### src/assert_macros.svh
// Assertion helpers for the RTL, included by serial_duty_command_parser.sv.
`ifndef ASSERT_MACROS_SVH
`define ASSERT_MACROS_SVH

// A condition that must hold at every clock edge outside reset.
`define SDCP_CHECK(name, cond, msg) \
  name: assert property (@(posedge clk) disable iff (!rst_n) (cond)) else $error(msg);

// A consequence that must hold in the same cycle as its antecedent.
`define SDCP_IMPLIES(name, ante, cons, msg) \
  name: assert property (@(posedge clk) disable iff (!rst_n) (ante) |-> (cons)) else $error(msg);

`endif

### src/sdcp_pkg.sv
`default_nettype none

package sdcp_pkg;

  localparam logic [9:0] FULL_SCALE_RST = 10'd136;
  localparam logic [6:0] PCT_ONE_RST    = 7'd75;
  localparam logic [6:0] PCT_TWO_RST    = 7'd25;
  localparam logic [9:0] PCT_LIMIT      = 10'd100;
  localparam logic [1:0] MAX_DIGITS     = 2'd3;

  localparam logic [7:0] CHAR_ZERO = 8'h30;
  localparam logic [7:0] CHAR_NINE = 8'h39;
  localparam logic [7:0] CMD_ONE   = 8'h6F;
  localparam logic [7:0] CMD_TWO   = 8'h74;
  localparam logic [7:0] CMD_BOTH  = 8'h62;

  // Division by 100 is a multiplication by ceil(2^24 / 100) followed by a
  // shift; it is exact for every product of a 10-bit scale and a percentage.
  localparam int PROD_W      = 17;
  localparam int RECIP_W     = 18;
  localparam int RECIP_SHIFT = 24;
  localparam logic [RECIP_W-1:0] RECIP_100 = 18'd167773;

  typedef enum logic [2:0] {
    ST_DIGIT   = 3'd0,
    ST_REJECT  = 3'd1,
    ST_OVER    = 3'd2,
    ST_UPDATED = 3'd3,
    ST_FULL    = 3'd4
  } status_t;

  typedef struct packed {
    status_t    status;
    logic [6:0] pct_one;
    logic [6:0] pct_two;
  } parse_res_t;

endpackage

`default_nettype wire

### src/serial_duty_command_parser.sv
// Throughput: one transaction per cycle; the whole pipeline holds while the result is stalled.
// The stages are input register, parser, scale product and division by 100.
// Reset (rst_n, synchronous, active low) sets full_scale to 136, the duties to 75 and 25
// percent, empties the digit buffer and clears every valid flag.
`default_nettype none
`include "assert_macros.svh"

module serial_duty_command_parser (
  input  wire       clk,
  input  wire       rst_n,
  input  wire       in_valid,
  output wire       in_stall,
  input  wire [7:0] in_rx_byte,
  output wire       out_valid,
  input  wire       out_stall,
  output wire [2:0] out_status,
  output wire [6:0] out_duty_one_percent,
  output wire [6:0] out_duty_two_percent,
  output wire [9:0] out_compare_one,
  output wire [9:0] out_compare_two,
  input  wire       cfg_wr_en,
  input  wire [9:0] cfg_wr_data
);

  logic                 adv;
  logic [9:0]           full_scale_r;
  logic                 in_v_r, in_v_nxt;
  logic [7:0]           in_byte_r;
  logic                 par_v_r;
  logic                 mid_v_r;
  logic                 out_v_r;
  sdcp_pkg::parse_res_t par_res;
  sdcp_pkg::parse_res_t mid_r;
  sdcp_pkg::parse_res_t out_r;
  logic [9:0]           cmp_one;
  logic [9:0]           cmp_two;

  assign adv      = !(out_v_r && out_stall);
  assign in_stall = !adv;
  assign in_v_nxt = in_valid;

  always_ff @(posedge clk) begin
    if (!rst_n) begin
      full_scale_r <= sdcp_pkg::FULL_SCALE_RST;
    end else if (cfg_wr_en) begin
      full_scale_r <= cfg_wr_data;
    end
  end

  always_ff @(posedge clk) begin
    if (!rst_n) begin
      in_v_r  <= 1'b0;
      par_v_r <= 1'b0;
      mid_v_r <= 1'b0;
      out_v_r <= 1'b0;
    end else if (adv) begin
      in_v_r  <= in_v_nxt;
      par_v_r <= in_v_r;
      mid_v_r <= par_v_r;
      out_v_r <= mid_v_r;
    end
  end

  always_ff @(posedge clk) begin
    if (adv) begin
      in_byte_r <= in_rx_byte;
      mid_r     <= par_res;
      out_r     <= mid_r;
    end
  end

  sdcp_parse u_parse (
    .clk        (clk),
    .rst_n      (rst_n),
    .adv        (adv),
    .byte_valid (in_v_r),
    .rx_byte    (in_byte_r),
    .res        (par_res)
  );

  sdcp_scale u_scale_one (
    .clk        (clk),
    .adv        (adv),
    .full_scale (full_scale_r),
    .pct        (par_res.pct_one),
    .compare    (cmp_one)
  );

  sdcp_scale u_scale_two (
    .clk        (clk),
    .adv        (adv),
    .full_scale (full_scale_r),
    .pct        (par_res.pct_two),
    .compare    (cmp_two)
  );

  assign out_valid            = out_v_r;
  assign out_status           = out_r.status;
  assign out_duty_one_percent = out_r.pct_one;
  assign out_duty_two_percent = out_r.pct_two;
  assign out_compare_one      = cmp_one;
  assign out_compare_two      = cmp_two;

  `SDCP_IMPLIES(a_duty_range, out_v_r,
                (out_r.pct_one <= 7'd100) && (out_r.pct_two <= 7'd100),
                "duty percentage above 100")
  `SDCP_IMPLIES(a_cmp_one_bound, out_v_r, cmp_one <= full_scale_r,
                "channel one compare exceeds full scale")
  `SDCP_IMPLIES(a_cmp_two_bound, out_v_r, cmp_two <= full_scale_r,
                "channel two compare exceeds full scale")
  `SDCP_CHECK(a_hold_on_stall, !(out_v_r && out_stall) || in_stall,
              "pipeline advanced under a stalled result")

endmodule

`default_nettype wire

### src/sdcp_parse.sv
`default_nettype none

module sdcp_parse (
  input  wire                    clk,
  input  wire                    rst_n,
  input  wire                    adv,
  input  wire                    byte_valid,
  input  wire [7:0]              rx_byte,
  output sdcp_pkg::parse_res_t   res
);

  logic [9:0]           digit_value_r, digit_value_nxt;
  logic [1:0]           digit_count_r, digit_count_nxt;
  logic [6:0]           pct_one_r, pct_one_nxt;
  logic [6:0]           pct_two_r, pct_two_nxt;
  sdcp_pkg::parse_res_t res_r, res_nxt;

  logic                 is_cmd;
  logic                 is_digit;
  logic [3:0]           digit;
  logic [9:0]           acc;

  always_comb begin
    is_cmd   = rx_byte inside {sdcp_pkg::CMD_ONE, sdcp_pkg::CMD_TWO, sdcp_pkg::CMD_BOTH};
    is_digit = rx_byte inside {[sdcp_pkg::CHAR_ZERO:sdcp_pkg::CHAR_NINE]};
    digit    = 4'(rx_byte - sdcp_pkg::CHAR_ZERO);
    acc      = digit_value_r * 10'd10 + {6'd0, digit};

    digit_value_nxt = digit_value_r;
    digit_count_nxt = digit_count_r;
    pct_one_nxt     = pct_one_r;
    pct_two_nxt     = pct_two_r;
    res_nxt.status  = sdcp_pkg::ST_REJECT;

    if (is_cmd) begin
      if (digit_value_r > sdcp_pkg::PCT_LIMIT) begin
        res_nxt.status = sdcp_pkg::ST_OVER;
      end else begin
        if (rx_byte != sdcp_pkg::CMD_TWO) begin
          pct_one_nxt = digit_value_r[6:0];
        end
        if (rx_byte != sdcp_pkg::CMD_ONE) begin
          pct_two_nxt = digit_value_r[6:0];
        end
        res_nxt.status = sdcp_pkg::ST_UPDATED;
      end
      digit_value_nxt = 10'd0;
      digit_count_nxt = 2'd0;
    end else if (is_digit) begin
      if (digit_count_r < sdcp_pkg::MAX_DIGITS) begin
        digit_value_nxt = acc;
        digit_count_nxt = digit_count_r + 2'd1;
        res_nxt.status  = sdcp_pkg::ST_DIGIT;
      end else begin
        res_nxt.status = sdcp_pkg::ST_FULL;
      end
    end

    res_nxt.pct_one = pct_one_nxt;
    res_nxt.pct_two = pct_two_nxt;
  end

  always_ff @(posedge clk) begin
    if (!rst_n) begin
      digit_value_r <= 10'd0;
      digit_count_r <= 2'd0;
      pct_one_r     <= sdcp_pkg::PCT_ONE_RST;
      pct_two_r     <= sdcp_pkg::PCT_TWO_RST;
    end else if (adv && byte_valid) begin
      digit_value_r <= digit_value_nxt;
      digit_count_r <= digit_count_nxt;
      pct_one_r     <= pct_one_nxt;
      pct_two_r     <= pct_two_nxt;
    end
  end

  always_ff @(posedge clk) begin
    if (adv) begin
      res_r <= res_nxt;
    end
  end

  assign res = res_r;

endmodule

`default_nettype wire

### src/sdcp_scale.sv
`default_nettype none

module sdcp_scale (
  input  wire       clk,
  input  wire       adv,
  input  wire [9:0] full_scale,
  input  wire [6:0] pct,
  output wire [9:0] compare
);

  logic [sdcp_pkg::PROD_W-1:0]                     prod_r, prod_nxt;
  logic [sdcp_pkg::PROD_W+sdcp_pkg::RECIP_W-1:0]   scaled;
  logic [9:0]                                      cmp_r, cmp_nxt;

  always_comb begin
    prod_nxt = {7'd0, full_scale} * {10'd0, pct};
    scaled   = {{sdcp_pkg::RECIP_W{1'b0}}, prod_r} *
               {{sdcp_pkg::PROD_W{1'b0}}, sdcp_pkg::RECIP_100};
    cmp_nxt  = scaled[sdcp_pkg::RECIP_SHIFT +: 10];
  end

  always_ff @(posedge clk) begin
    if (adv) begin
      prod_r <= prod_nxt;
      cmp_r  <= cmp_nxt;
    end
  end

  assign compare = cmp_r;

endmodule

`default_nettype wire

### config.mk
export PLATFORM = sky130hd
export DESIGN_NAME = serial_duty_command_parser
export DESIGN_NICKNAME = d
export VERILOG_FILES = /design/src/sdcp_pkg.sv /design/src/serial_duty_command_parser.sv /design/src/sdcp_parse.sv /design/src/sdcp_scale.sv
export VERILOG_INCLUDE_DIRS = /design/src /design/src/src
export SDC_FILE = /design/constraint.sdc
export NUM_CORES = 1
export LEC_CHECK = 0
export ABC_AREA = 1
export BUFFER_PORTS_ARGS = -buffer_cell sky130_fd_sc_hd__buf_2
export CORE_ASPECT_RATIO = 0.9
export CORE_MARGIN = 4
export CORE_UTILIZATION = 43
export CTS_CLUSTER_SIZE = 24
export DETAILED_ROUTE_END_ITERATION = 10
export GPL_ROUTABILITY_DRIVEN = 0
export HOLD_SLACK_MARGIN = 0.02
export RECOVER_POWER = 50
export SETUP_SLACK_MARGIN = 0.1
export SLEW_MARGIN = 10
export SYNTH_ARGS = -nofsm -noshare
export SYNTH_HDL_FRONTEND = slang
export SYNTH_HIERARCHICAL = 1
export SYNTH_SLANG_ARGS = --single-unit
### constraint.sdc
create_clock -name clk -period 5.9 [get_ports clk]
set_clock_uncertainty 0.05 [all_clocks]
set_input_delay 0.885 -clock clk [delete_from_list [all_inputs] [get_ports clk]]
set_output_delay 0.885 -clock clk [all_outputs]
set_load 0.03 [all_outputs]
# Word level (Yosys, flattened, before mapping)
# Index checks and enable logic that the tools add are counted.
# totals
word_cells,64
reg_bits,153
out_inout_bits,39
in_bits,23
# op_classes
n_eq_ne,5
n_addsub,3
mul,5
mux,16
magnitude_cmp,4
n_reduce_logical,8
# ops
op,count
$mul 17x18->34 const B,2
$mux 7,6
$mul 10x7->17,2
$mux 10,3
$eq 8x7->1 const B,3
$ne 8x7->1 const B,2
$add 10x4->10,1
$gt 10x7->1 const B,1
$mul 10x3->9 const B,1
$mux 3,3
$ge 8x6->1 const B,1
$le 8x6->1 const B,1
$mux 2,3
$reduce_bool 2->1,2
$sub 4x1->4 const B,1
$logic_and 1x1->1,3
$reduce_and 3->1,1
$reduce_bool 3->1,1
$add 2x1->2 const B,1
$lt 2x2->1 const B,1
$logic_not 1->1,1
$mux 1,1

# Longest topological paths before layout
# Gate-level depths: netlist (run 1).
# logic_depth
depth_word,5
depth_mapped,25
depth_no_buf,25

# Cells and area by module
# Netlist (run 1), hierarchy kept.
# by_module_without_submodules
module,seq_area_each_um2,n_inst,area_per_inst_um2,cells_per_inst
sdcp_scale (u_scale_one),810.8,1,9078.7,1096
sdcp_scale (u_scale_two),810.8,1,9013.6,1083
sdcp_parse,1031.0,1,2762.6,380
serial_duty_command_parser,1541.5,1,1774.2,110

# Least setup slack after synthesis (run 1)
# No wires, ideal clock.
# synth_timing
path_kind,reg-to-reg
from,register u_scale_one/prod_r[15] (netlist bit)
to,"register u_scale_one.cmp_r[8] (netlist: u_scale_one/compare[8]), data pin"
setup_ns,0.252
arrival_time_ns,4.835
t_required_ns,5.598
path_buffers,0
period_less_slack_ns,5.138
stages_incl_launch_ff,22
setup_slack_ns,0.762
cell_sequence,edfxtp_1 > fa_1 > inv_1 > fa_1 > inv_1 > fa_1 > fa_1 > fa_1 > inv_1 > fa_1 > inv_1 > ha_1 > nand2_1 > inv_1 > nand2_1 > nand2_1 > nand2_1 > nand3_1 > a21oi_1 > nand2_1 > nand2_1 > nand2_1
# synth_between
elab_chain_len,1
# synth_rtl
element,line,source
"start, declared",sdcp_scale.sv:11,"logic [sdcp_pkg::PROD_W-1:0] prod_r, prod_nxt;"
"start signal, assigned",sdcp_scale.sv:24,prod_r <= prod_nxt;
$mul 17x18->34,sdcp_scale.sv:17,"scaled = {{sdcp_pkg::RECIP_W{1'b0}}, prod_r} *"
net u_scale_one.scaled (one bit),sdcp_scale.sv:12,logic [sdcp_pkg::PROD_W+sdcp_pkg::RECIP_W-1:0] scaled;
"end signal, assigned",sdcp_scale.sv:25,cmp_r <= cmp_nxt;
"end, declared",sdcp_scale.sv:13,"logic [9:0] cmp_r, cmp_nxt;"
# The timed path passes the listed nets, and every way through them passes these cells.
# A chain may end at the register's enable or synchronous reset.

# Final worst setup path (run 1)
# layout_timing
from,register u_scale_one/prod_r[14] (netlist bit)
to,"register u_scale_one.cmp_r[7] (netlist: u_scale_one/compare[7]), data pin"
# The elaborated chain is that of the path after synthesis.

==> impl_results.md, run 1 <==
* Critical Path Slowest Stage Cell: fa_1
* Antenna Cells at 0
* Clock transition at path regs at 0.08 ns
* DR WL/cell at 14.6 um
* Dpl ws at 0.442 ns
* Crit end category: flop
* First-pass GRT wire length at 86000 um
* Tightest Hold Check Type: flop to flop
* Worst Hold Endpoint: mid_r[15]
* Initial antenna violation count at 0
* Die W at 250 um
* Setup CP Type: flop to flop
* Hold-fix buffers, CTS at 0
* GR Util All Layers at 18.6%
* Vias/cell at 4.78
* Register area share after synthesis at 18.5%
* Synth warn at 6
* Total wire length at 50100 um
* MaxCap Viol Count at 2
* Fin. Hold Viols at 0
* Critical path fanouts, max at 5
* Detailed Route Iter0 Violations at 941
* RSZ-0062 raised after global routing: false
* Hold Crit Depth at 0
* Busiest grt layer: met2
* Final min period at 5.49 ns
* Worst skew pair latency at 0.46 ns
* Starting Density at 43.6%
* Setup TNS at 0 ns
* Mapped cell area at 22600 sq um
* Run status: complete, but fails checks
* CTS tree: yes
* Postcts setup bufs at 0
* Number of global-route vias before repair at 17.6k
* Area grow syn2layout at 7.09%
* Post-route DRC violation count at 0
* CP peak stage delay at 0.67 ns
* CP startpoint kind: flop
* Fin worst setup slack at 0.406 ns
* CTS root buffer: clkbuf_16
* Crit-path most repeated cell: fa_1
* Total die area at 56400 sq um
* CP delay by family, top: adder cells
* Top_reg_cell synth: edfxtp_1
* M3 GR Usage at 3.11%
* Worst-Margin Slew at 3.08 ns
* Syn Nets at 3351
* Largest net degree at the start of global routing at 55
* FFs w/ async S/R, synth at 0%
* GR Util met2 at 30.6%
* Grt total ovfl at 0
* Sink Count at 153
* Maximum clock rate at 182 MHz
* R2R Setup Slk at 0.41 ns
* H-tree levels at 4
* Die Span Y at 226 um
* Row count at 79
* R2r worst-path depth at 19
* Clk buf depth at 2
* Hold_sp: u_parse/res[15]
* Count of final setup violators at 0
* Vias at 16.4k
* Slew Viols, Final at 104
* CP arrival at 5.66 ns
* Number of gates resized after CTS at 0
* Synth Area per Inst at 8.48 sq um
* Core ar. at 51900 sq um
* Relative slew margins at -105%
* WP depth at 19
* Post-synthesis register bit count at 153
* Tcrit/Tclk final at 93.1%
* Reg2reg start: u_scale_one/prod_r[14]
* Post-DP HPWL at 42000 um
* Met1 Use GR at 26.1%
* FILL cells at 4955
* Register area at 4190 sq um
* Crit-path cells: fa_1 > inv_1 > fa_1 > inv_1 > fa_1 > fa_1 > fa_1 > inv_1 > fa_1 > inv_1 > ha_1 > a21oi_1 > o21ai_0 > nand2_1 > nand2_1 > a21oi_1 > nand2_1 > nand2_1 > nand2_1
* WP data required at 6.06 ns
* Cells after Synth at 2669
* Multi-input logic area at 15600 sq um
* PortBufs at 61
* Antenna Nets Post-Route at 0
* Share of post-route cells with drive strength above 1 at 4.63%
* TritonRoute pass-1 iters at 7
* Buffers & Inverters on Critical Path at 4
* Top Ports at 62
* CTS Buf Count at 17
* Post-synth EDFFs at 113
* Post-synth cell types at 43
* Reg2reg end: u_scale_one/compare[7]
* Failing checks: capacitance limit, slew limit
* Final net count at 3411
cell usage after synthesis (2+ instances only):
library cell,number,area [sq um]
inv_1,698,2620
nand2_1,601,2260
ha_1,361,4520
fa_1,298,5970
nor2_1,134,503
edfxtp_1,113,3390
a21oi_1,103,515
nand3_1,82,410
o21ai_0,51,255
dfxtp_1,40,801
xor2_1,29,254
clkbuf_1,18,67.6
o21bai_1,16,120
nand2_2,13,81.3
nor3_1,12,60.1
xnor2_1,11,96.3
nand4_1,9,56.3
o21a_1,9,67.6
o21ai_1,9,45.0
nor2_2,7,43.8
inv_2,6,22.5
a21o_1,5,37.5
buf_6,5,56.3
nor3_2,5,50.1
nand2_4,4,45.0
nor2_4,4,45.0
or2_2,4,25.0
a31oi_1,3,18.8
nand3_4,3,52.6
buf_2,2,10.0
clkinv_1,2,7.51
layer usage:
metal  vias up  wire length [um]
li1       8254                 -
met1      7772             24500
met2       319             22700
met3        50              2090
met4         0               726
met5         -                 0
sequential cells by signal, indices dropped and copies added, names as in the netlist, 2 cells and up:
register / flops
u_scale_one/compare: 10
out_duty_one_percent: 7
u_parse/pct_one_r: 7
mid_r: 17
u_parse/res: 17
u_parse/digit_count_r: 2
u_scale_two/prod_r: 17
u_parse/digit_value_r: 10
in_byte_r: 8
full_scale_r: 10
out_status: 3
u_parse/pct_two_r: 7
u_scale_one/prod_r: 17
out_duty_two_percent: 7
u_scale_two/compare: 10
layout by cell type (no fill, tap or decap), types with 4 or more instances in the layout:
cell,Yosys,routed
nor3_2,5,5
o21ai_0,51,51
inv_6,0,5
nand3_1,82,85
nor2_2,7,7
o21a_1,9,9
ha_1,361,361
inv_1,698,698
fa_1,298,298
o21ai_1,9,9
or2_2,4,4
a21oi_1,103,103
clkbuf_16,0,18
dfxtp_1,40,40
buf_4,1,4
nand4_1,9,9
xor2_1,29,29
nor3_1,12,12
edfxtp_1,113,113
clkinv_8,0,4
o21bai_1,16,16
nor2_1,134,135
nand2_2,13,11
nand2_4,4,4
a21o_1,5,5
inv_2,6,6
nand2_1,601,603
xnor2_1,11,11
buf_2,2,43
clkbuf_1,18,20
kinds of logic (layout without fill, tap and decap cells):
logic type,Yosys count,in the layout,share of synthesized area (%)
flip-flops,153,153,18.5
adder cells (fa/ha/maj),659,659,46.3
buffers and inverters,733,806,12.4
AO/OA/AOI/OAI,198,198,4.79
AND/OR/NAND/NOR,886,886,16.4
XOR/XNOR,40,40,1.55
per-stage QoR:
stage	hold slack [ns]	utilization [%]	instance area, sq um	cells
floorplan	0.350	-	22600	2669
global placement	0.353	45.7	23700	3398
detailed placement	0.356	45.7	23700	3398
CTS	0.375	46.9	24300	3430
global route	0.383	46.7	24200	3430
finish	0.373	46.7	24200	3430
worst register-to-register path, stage by stage (launching register included):
cell and delay (ns):
edfxtp_1 0.51, fa_1 0.67, inv_1 0.09, fa_1 0.51, inv_1 0.06, fa_1 0.50
fa_1 0.53, fa_1 0.55, inv_1 0.05, fa_1 0.53, inv_1 0.04, ha_1 0.32
a21oi_1 0.18, o21ai_0 0.15, nand2_1 0.09, nand2_1 0.06, a21oi_1 0.19, nand2_1 0.07
nand2_1 0.06, nand2_1 0.04
final cells by class:
class | instances | area share, %
multi-input cells | 1783 | 64.3
flip-flops and latches | 153 | 17.3
well taps | 688 | 3.55
clock inverters | 13 | 0.620
clock buffers | 19 | 1.92
inverters | 707 | 11.0
repair buffers | 67 | 1.32
how the worst max path moves through the flow:
stage / from / slack [ns] / to
after floorplan: u_scale_one/prod_r[15] / 0.76 / u_scale_one/compare[8]
after global placement: u_scale_one/prod_r[15] / 0.46 / u_scale_one/compare[8]
after detailed placement: u_scale_one/prod_r[14] / 0.44 / u_scale_one/compare[8]
after CTS: u_scale_two/prod_r[3] / 0.43 / u_scale_two/compare[7]
after global routing: u_scale_one/prod_r[14] / 0.11 / u_scale_one/compare[8]
final: u_scale_one/prod_r[14] / 0.41 / u_scale_one/compare[7]
Power of run 1 is not shown: default switching activity piles up to over one toggle a cycle in this logic, so the estimate is an artifact.
==> run 2: changes to the inputs <==
Settings changed: CELL_PAD_IN_SITES_DETAIL_PLACEMENT set to 1, CELL_PAD_IN_SITES_GLOBAL_PLACEMENT set to 1, CORE_UTILIZATION 43 to 40, GPL_ROUTABILITY_DRIVEN 0 to unset, PLACE_DENSITY_LB_ADDON set to 0.1.
==> impl_results.md, run 2 (synthesis gave the netlist of run 1 again) <==
* Run status: complete, but fails checks
* Failing checks: capacitance limit, slew limit
* Area grow syn2layout at 7.92%
* Crit-path cells: fa_1 > inv_1 > fa_1 > inv_1 > fa_1 > fa_1 > fa_1 > inv_1 > fa_1 > inv_1 > ha_1 > a21oi_1 > o21ai_0 > nand2_1 > nand2_1 > a21oi_1 > nand2_1 > nand2_1 > nand2_1
* CP peak stage delay at 0.65 ns
* Post-route DRC violation count at 0
* Worst-Margin Slew at 3.80 ns
* CTS tree: yes
* RSZ-0062 raised after global routing: true
* Share of post-route cells with drive strength above 1 at 5.49%
* DR WL/cell at 17.0 um
* Antenna Cells at 0
* Die Span Y at 234 um
* Worst skew pair latency at 0.48 ns
* Count of final setup violators at 0
* CTS root buffer: clkbuf_16
* Die W at 259 um
* TritonRoute pass-1 iters at 4
* Final min period at 5.51 ns
* CP arrival at 5.69 ns
* Busiest grt layer: met2
* Hold-fix buffers, CTS at 0
* M3 GR Usage at 2.58%
* Crit end category: flop
* WP data required at 6.08 ns
* Sink Count at 153
* Fin worst setup slack at 0.393 ns
* Initial antenna violation count at 0
* Clock transition at path regs at 0.07 ns
* Setup CP Type: flop to flop
* Antenna Nets Post-Route at 0
* GR Util All Layers at 20.8%
* Total wire length at 59600 um
* GR Util met2 at 35.1%
* Highest-count cells in the layout ignoring fill and taps: 699 x inv_1, 602 x nand2_1, 361 x ha_1, 298 x fa_1, 134 x nor2_1
* Clk buf depth at 2
* CP startpoint kind: flop
* Top Ports at 62
* Vias at 16.7k
* Commonest non-fill, non-tap cell in the layout: inv_1
* Final net count at 3421
* Tcrit/Tclk final at 93.3%
* Relative slew margins at -153%
* Tightest Hold Check Type: flop to flop
* Crit-path most repeated cell: fa_1
* Vias/cell at 4.76
* Fin. Hold Viols at 0
* Register area at 4190 sq um
* Post-DP HPWL at 50700 um
* Slew Viols, Final at 112
* MaxCap Viol Count at 2
* FILL cells at 6741
* GPL Wtd Cong at 0.887
* Grt total ovfl at 0
* Row count at 82
* Largest net degree at the start of global routing at 62
* Critical Path Slowest Stage Cell: fa_1
* Multi-input logic area at 15600 sq um
* Setup TNS at 0 ns
* Critical path fanouts, max at 5
* PortBufs at 61
* Buffers & Inverters on Critical Path at 4
* H-tree levels at 4
* First-pass GRT wire length at 99800 um
* Total die area at 60400 sq um
* Core ar. at 55800 sq um
* Dpl ws at 0.354 ns
* Number of global-route vias before repair at 18.9k
* Met1 Use GR at 29.2%
* Maximum clock rate at 182 MHz
* Detailed Route Iter0 Violations at 590
* Starting Density at 40.5%
* CTS Buf Count at 17
* CP delay by family, top: adder cells
-- run 2: cell count changes in the layout (fill, tap and decap cells not counted), moves of 2 or more --
cell,delta
buf_2,+12
buf_4,+10
bufinv_16,+2
clkbuf_1,-12
clkinv_2,+2
clkinv_8,-3
-- run 2: timing repair --
| action | CTS | global route |
|---|---|---|
| setup buffers | 0 | 11 |
| gates resized for setup | 0 | 0 |
| endpoints found under the setup margin | 0 | 11 |
-- run 2: final timing paths --
path	start	end	slack (ns)	cells after the start
worst min register to register	mid_r[12]	out_duty_one_percent[5]	0.37	0
worst max-delay path	u_scale_one/prod_r[14]	u_scale_one/compare[9]	0.39	19
worst max register to register	u_scale_one/prod_r[14]	u_scale_one/compare[9]	0.39	19
worst min-delay path	mid_r[12]	out_duty_one_percent[5]	0.37	0
-- run 2: through the flow --
step | util, % | cells | hold WS (ns) | instance area (sq um)
global route | 43.8 | 3508 | 0.386 | 24400
CTS | 43.7 | 3497 | 0.372 | 24400
finish | 43.8 | 3508 | 0.370 | 24400
floorplan | - | 2669 | 0.350 | 22600
detailed placement | 42.6 | 3465 | 0.356 | 23800
global placement | 42.6 | 3465 | 0.356 | 23800
-- run 2: per-layer routing --
layer	up-vias	share of wire, %
met1	8258	50
met5	-	0
li1	8254	-
met2	157	46
met4	0	1.2
met3	35	2.2
-- run 2: area by class of cell --
type	count	area share (%)
Multi-Input combinational cell	1783	63.9
Sequential cell	153	17.2
Inverter	707	10.9
Tap cell	756	3.87
Clock buffer	17	1.74
Timing Repair Buffer	77	1.68
Clock inverter	15	0.733
Power of run 2 is left out for the same reason.
==> run 3: changes to the inputs <==
Settings changed: CORE_ASPECT_RATIO 0.9 to 1.5.
==> impl_results.md, run 3 (synthesis gave the netlist of run 1 again) <==
* TritonRoute pass-1 iters at 4
* MaxCap Viol Count at 1
* Clock transition at path regs at 0.08 ns
* Starting Density at 40.5%
* Tcrit/Tclk final at 93.3%
* Number of global-route vias before repair at 19.6k
* Worst-Margin Slew at 2.56 ns
* Hold slack at 0.374 ns
* Total die area at 60500 sq um
* Tightest Hold Check Type: flop to flop
* CP peak stage delay at 0.62 ns
* Setup CP Type: flop to flop
* Antenna Nets Post-Route at 0
* Grt total ovfl at 0
* Fin. Hold Viols at 0
* RSZ-0062 raised after global routing: false
* WP data required at 6.08 ns
* Die W at 202 um
* CP delay by family, top: adder cells
* Commonest non-fill, non-tap cell in the layout: inv_1
* Post-route DRC violation count at 0
* Critical path fanouts, max at 6
* Failing checks: capacitance limit, slew limit
* Core ar. at 55800 sq um
* CTS Buf Count at 17
* Maximum clock rate at 182 MHz
* Row count at 106
* DR WL/cell at 17.0 um
* CTS tree: yes
* Share of post-route cells with drive strength above 1 at 5.01%
* Initial antenna violation count at 0
* H-tree levels at 4
* Total wire length at 59700 um
* Final min period at 5.50 ns
* Post-DP HPWL at 51300 um
* Highest-count cells in the layout ignoring fill and taps: 698 x inv_1, 602 x nand2_1, 361 x ha_1, 298 x fa_1, 134 x nor2_1
* Antenna Cells at 0
* Crit end category: flop
* First-pass GRT wire length at 100000 um
* FILL cells at 6699
* Relative slew margins at -71.0%
* CP arrival at 5.69 ns
* Largest net degree at the start of global routing at 55
* Slew Viols, Final at 50
* PortBufs at 61
* GR Util All Layers at 20.6%
* Count of final setup violators at 0
* Final net count at 3422
* GPL Wtd Cong at 0.910
* Area grow syn2layout at 8.12%
* Worst skew pair latency at 0.47 ns
* Run status: complete, but fails checks
* Die Span Y at 299 um
* Critical path launch point: u_scale_one/prod_r[15]
* Reg2reg start: u_scale_one/prod_r[15]
* Critical Path Slowest Stage Cell: fa_1
* Top Ports at 62
* Vias/cell at 4.80
* Hold_sp: mid_r[2]
* CTS root buffer: clkbuf_16
* Crit-path cells: fa_1 > inv_1 > fa_1 > inv_1 > fa_1 > fa_1 > fa_1 > inv_1 > fa_1 > inv_1 > ha_1 > a21oi_1 > o21ai_0 > nand2_1 > nand2_1 > a21oi_1 > nand2_1 > nand2_1 > nand2_1
* Setup TNS at 0 ns
* Detailed Route Iter0 Violations at 450
* Crit-path most repeated cell: fa_1
* Clk buf depth at 2
* CP startpoint kind: flop
* Sink Count at 153
* Buffers & Inverters on Critical Path at 4
* Vias at 16.8k
* Hold-fix buffers, CTS at 0
run 3: changes by cell type in the layout (fill, tap and decap cells not counted), sizes merged:
cell and change:
clkinvlp -2, inv +2, bufinv +1, buf -17, clkbuf +19, clkinv -2
run 3: final cells by class:
cell class | instances | area [sq um] | share of cell area (%)
clock buffer | 18 | 439 | 1.79
inverter | 707 | 2660 | 10.9
tap | 756 | 946 | 3.87
clock inverter | 14 | 204 | 0.834
timing repair buffer | 78 | 398 | 1.63
multi-input combinational | 1783 | 15600 | 63.9
sequential | 153 | 4190 | 17.1
run 3: routing by layer:
metal | share of wire [%] | global-route usage, % | vias up | wire length [um]
met5 | 0 | 0 | - | 0
li1 | - | - | 8263 | -
met1 | 41 | 24.0 | 8341 | 24600
met2 | 54 | 39.6 | 163 | 32500
met4 | 2.6 | 6.11 | 0 | 1550
met3 | 1.9 | 2.18 | 74 | 1110
run 3: worst register-to-register path, stage by stage, from the launching register on:
cell and delay [ns]:
edfxtp_1 0.49, fa_1 0.62, inv_1 0.10, fa_1 0.53
inv_1 0.08, fa_1 0.50, fa_1 0.53, fa_1 0.55
inv_1 0.05, fa_1 0.52, inv_1 0.04, ha_1 0.31
a21oi_1 0.17, o21ai_0 0.17, nand2_1 0.11, nand2_1 0.08
a21oi_1 0.18, nand2_1 0.08, nand2_1 0.07, nand2_1 0.05
run 3: repair_timing:
item,CTS,global route
buffers inserted,0,12
gates resized for setup,0,2
setup endpoints to repair,0,6
run 3: final timing paths:
| path | end | slack [ns] | cells after the start |
|---|---|---|---|
| max | u_scale_one/compare[9] | 0.40 | 19 |
| min | out_duty_two_percent[2] | 0.37 | 0 |
| max reg2reg | u_scale_one/compare[9] | 0.40 | 19 |
| min reg2reg | out_duty_two_percent[2] | 0.37 | 0 |
run 3: stage by stage:
| step | worst slack [ns] | instance area, sq um | utilization [%] | instances |
|---|---|---|---|---|
| 2_1_floorplan | 0.762 | 22600 | - | 2669 |
| 5_1_grt | 0.105 | 24500 | 43.8 | 3509 |
| 4_1_cts | 0.280 | 24400 | 43.7 | 3497 |
| 6_report | 0.395 | 24500 | 43.8 | 3509 |
| 3_3_place_gp | 0.400 | 23800 | 42.6 | 3465 |
| 3_5_place_dp | 0.350 | 23800 | 42.6 | 3465 |
Power of run 3 is left out for the same reason.
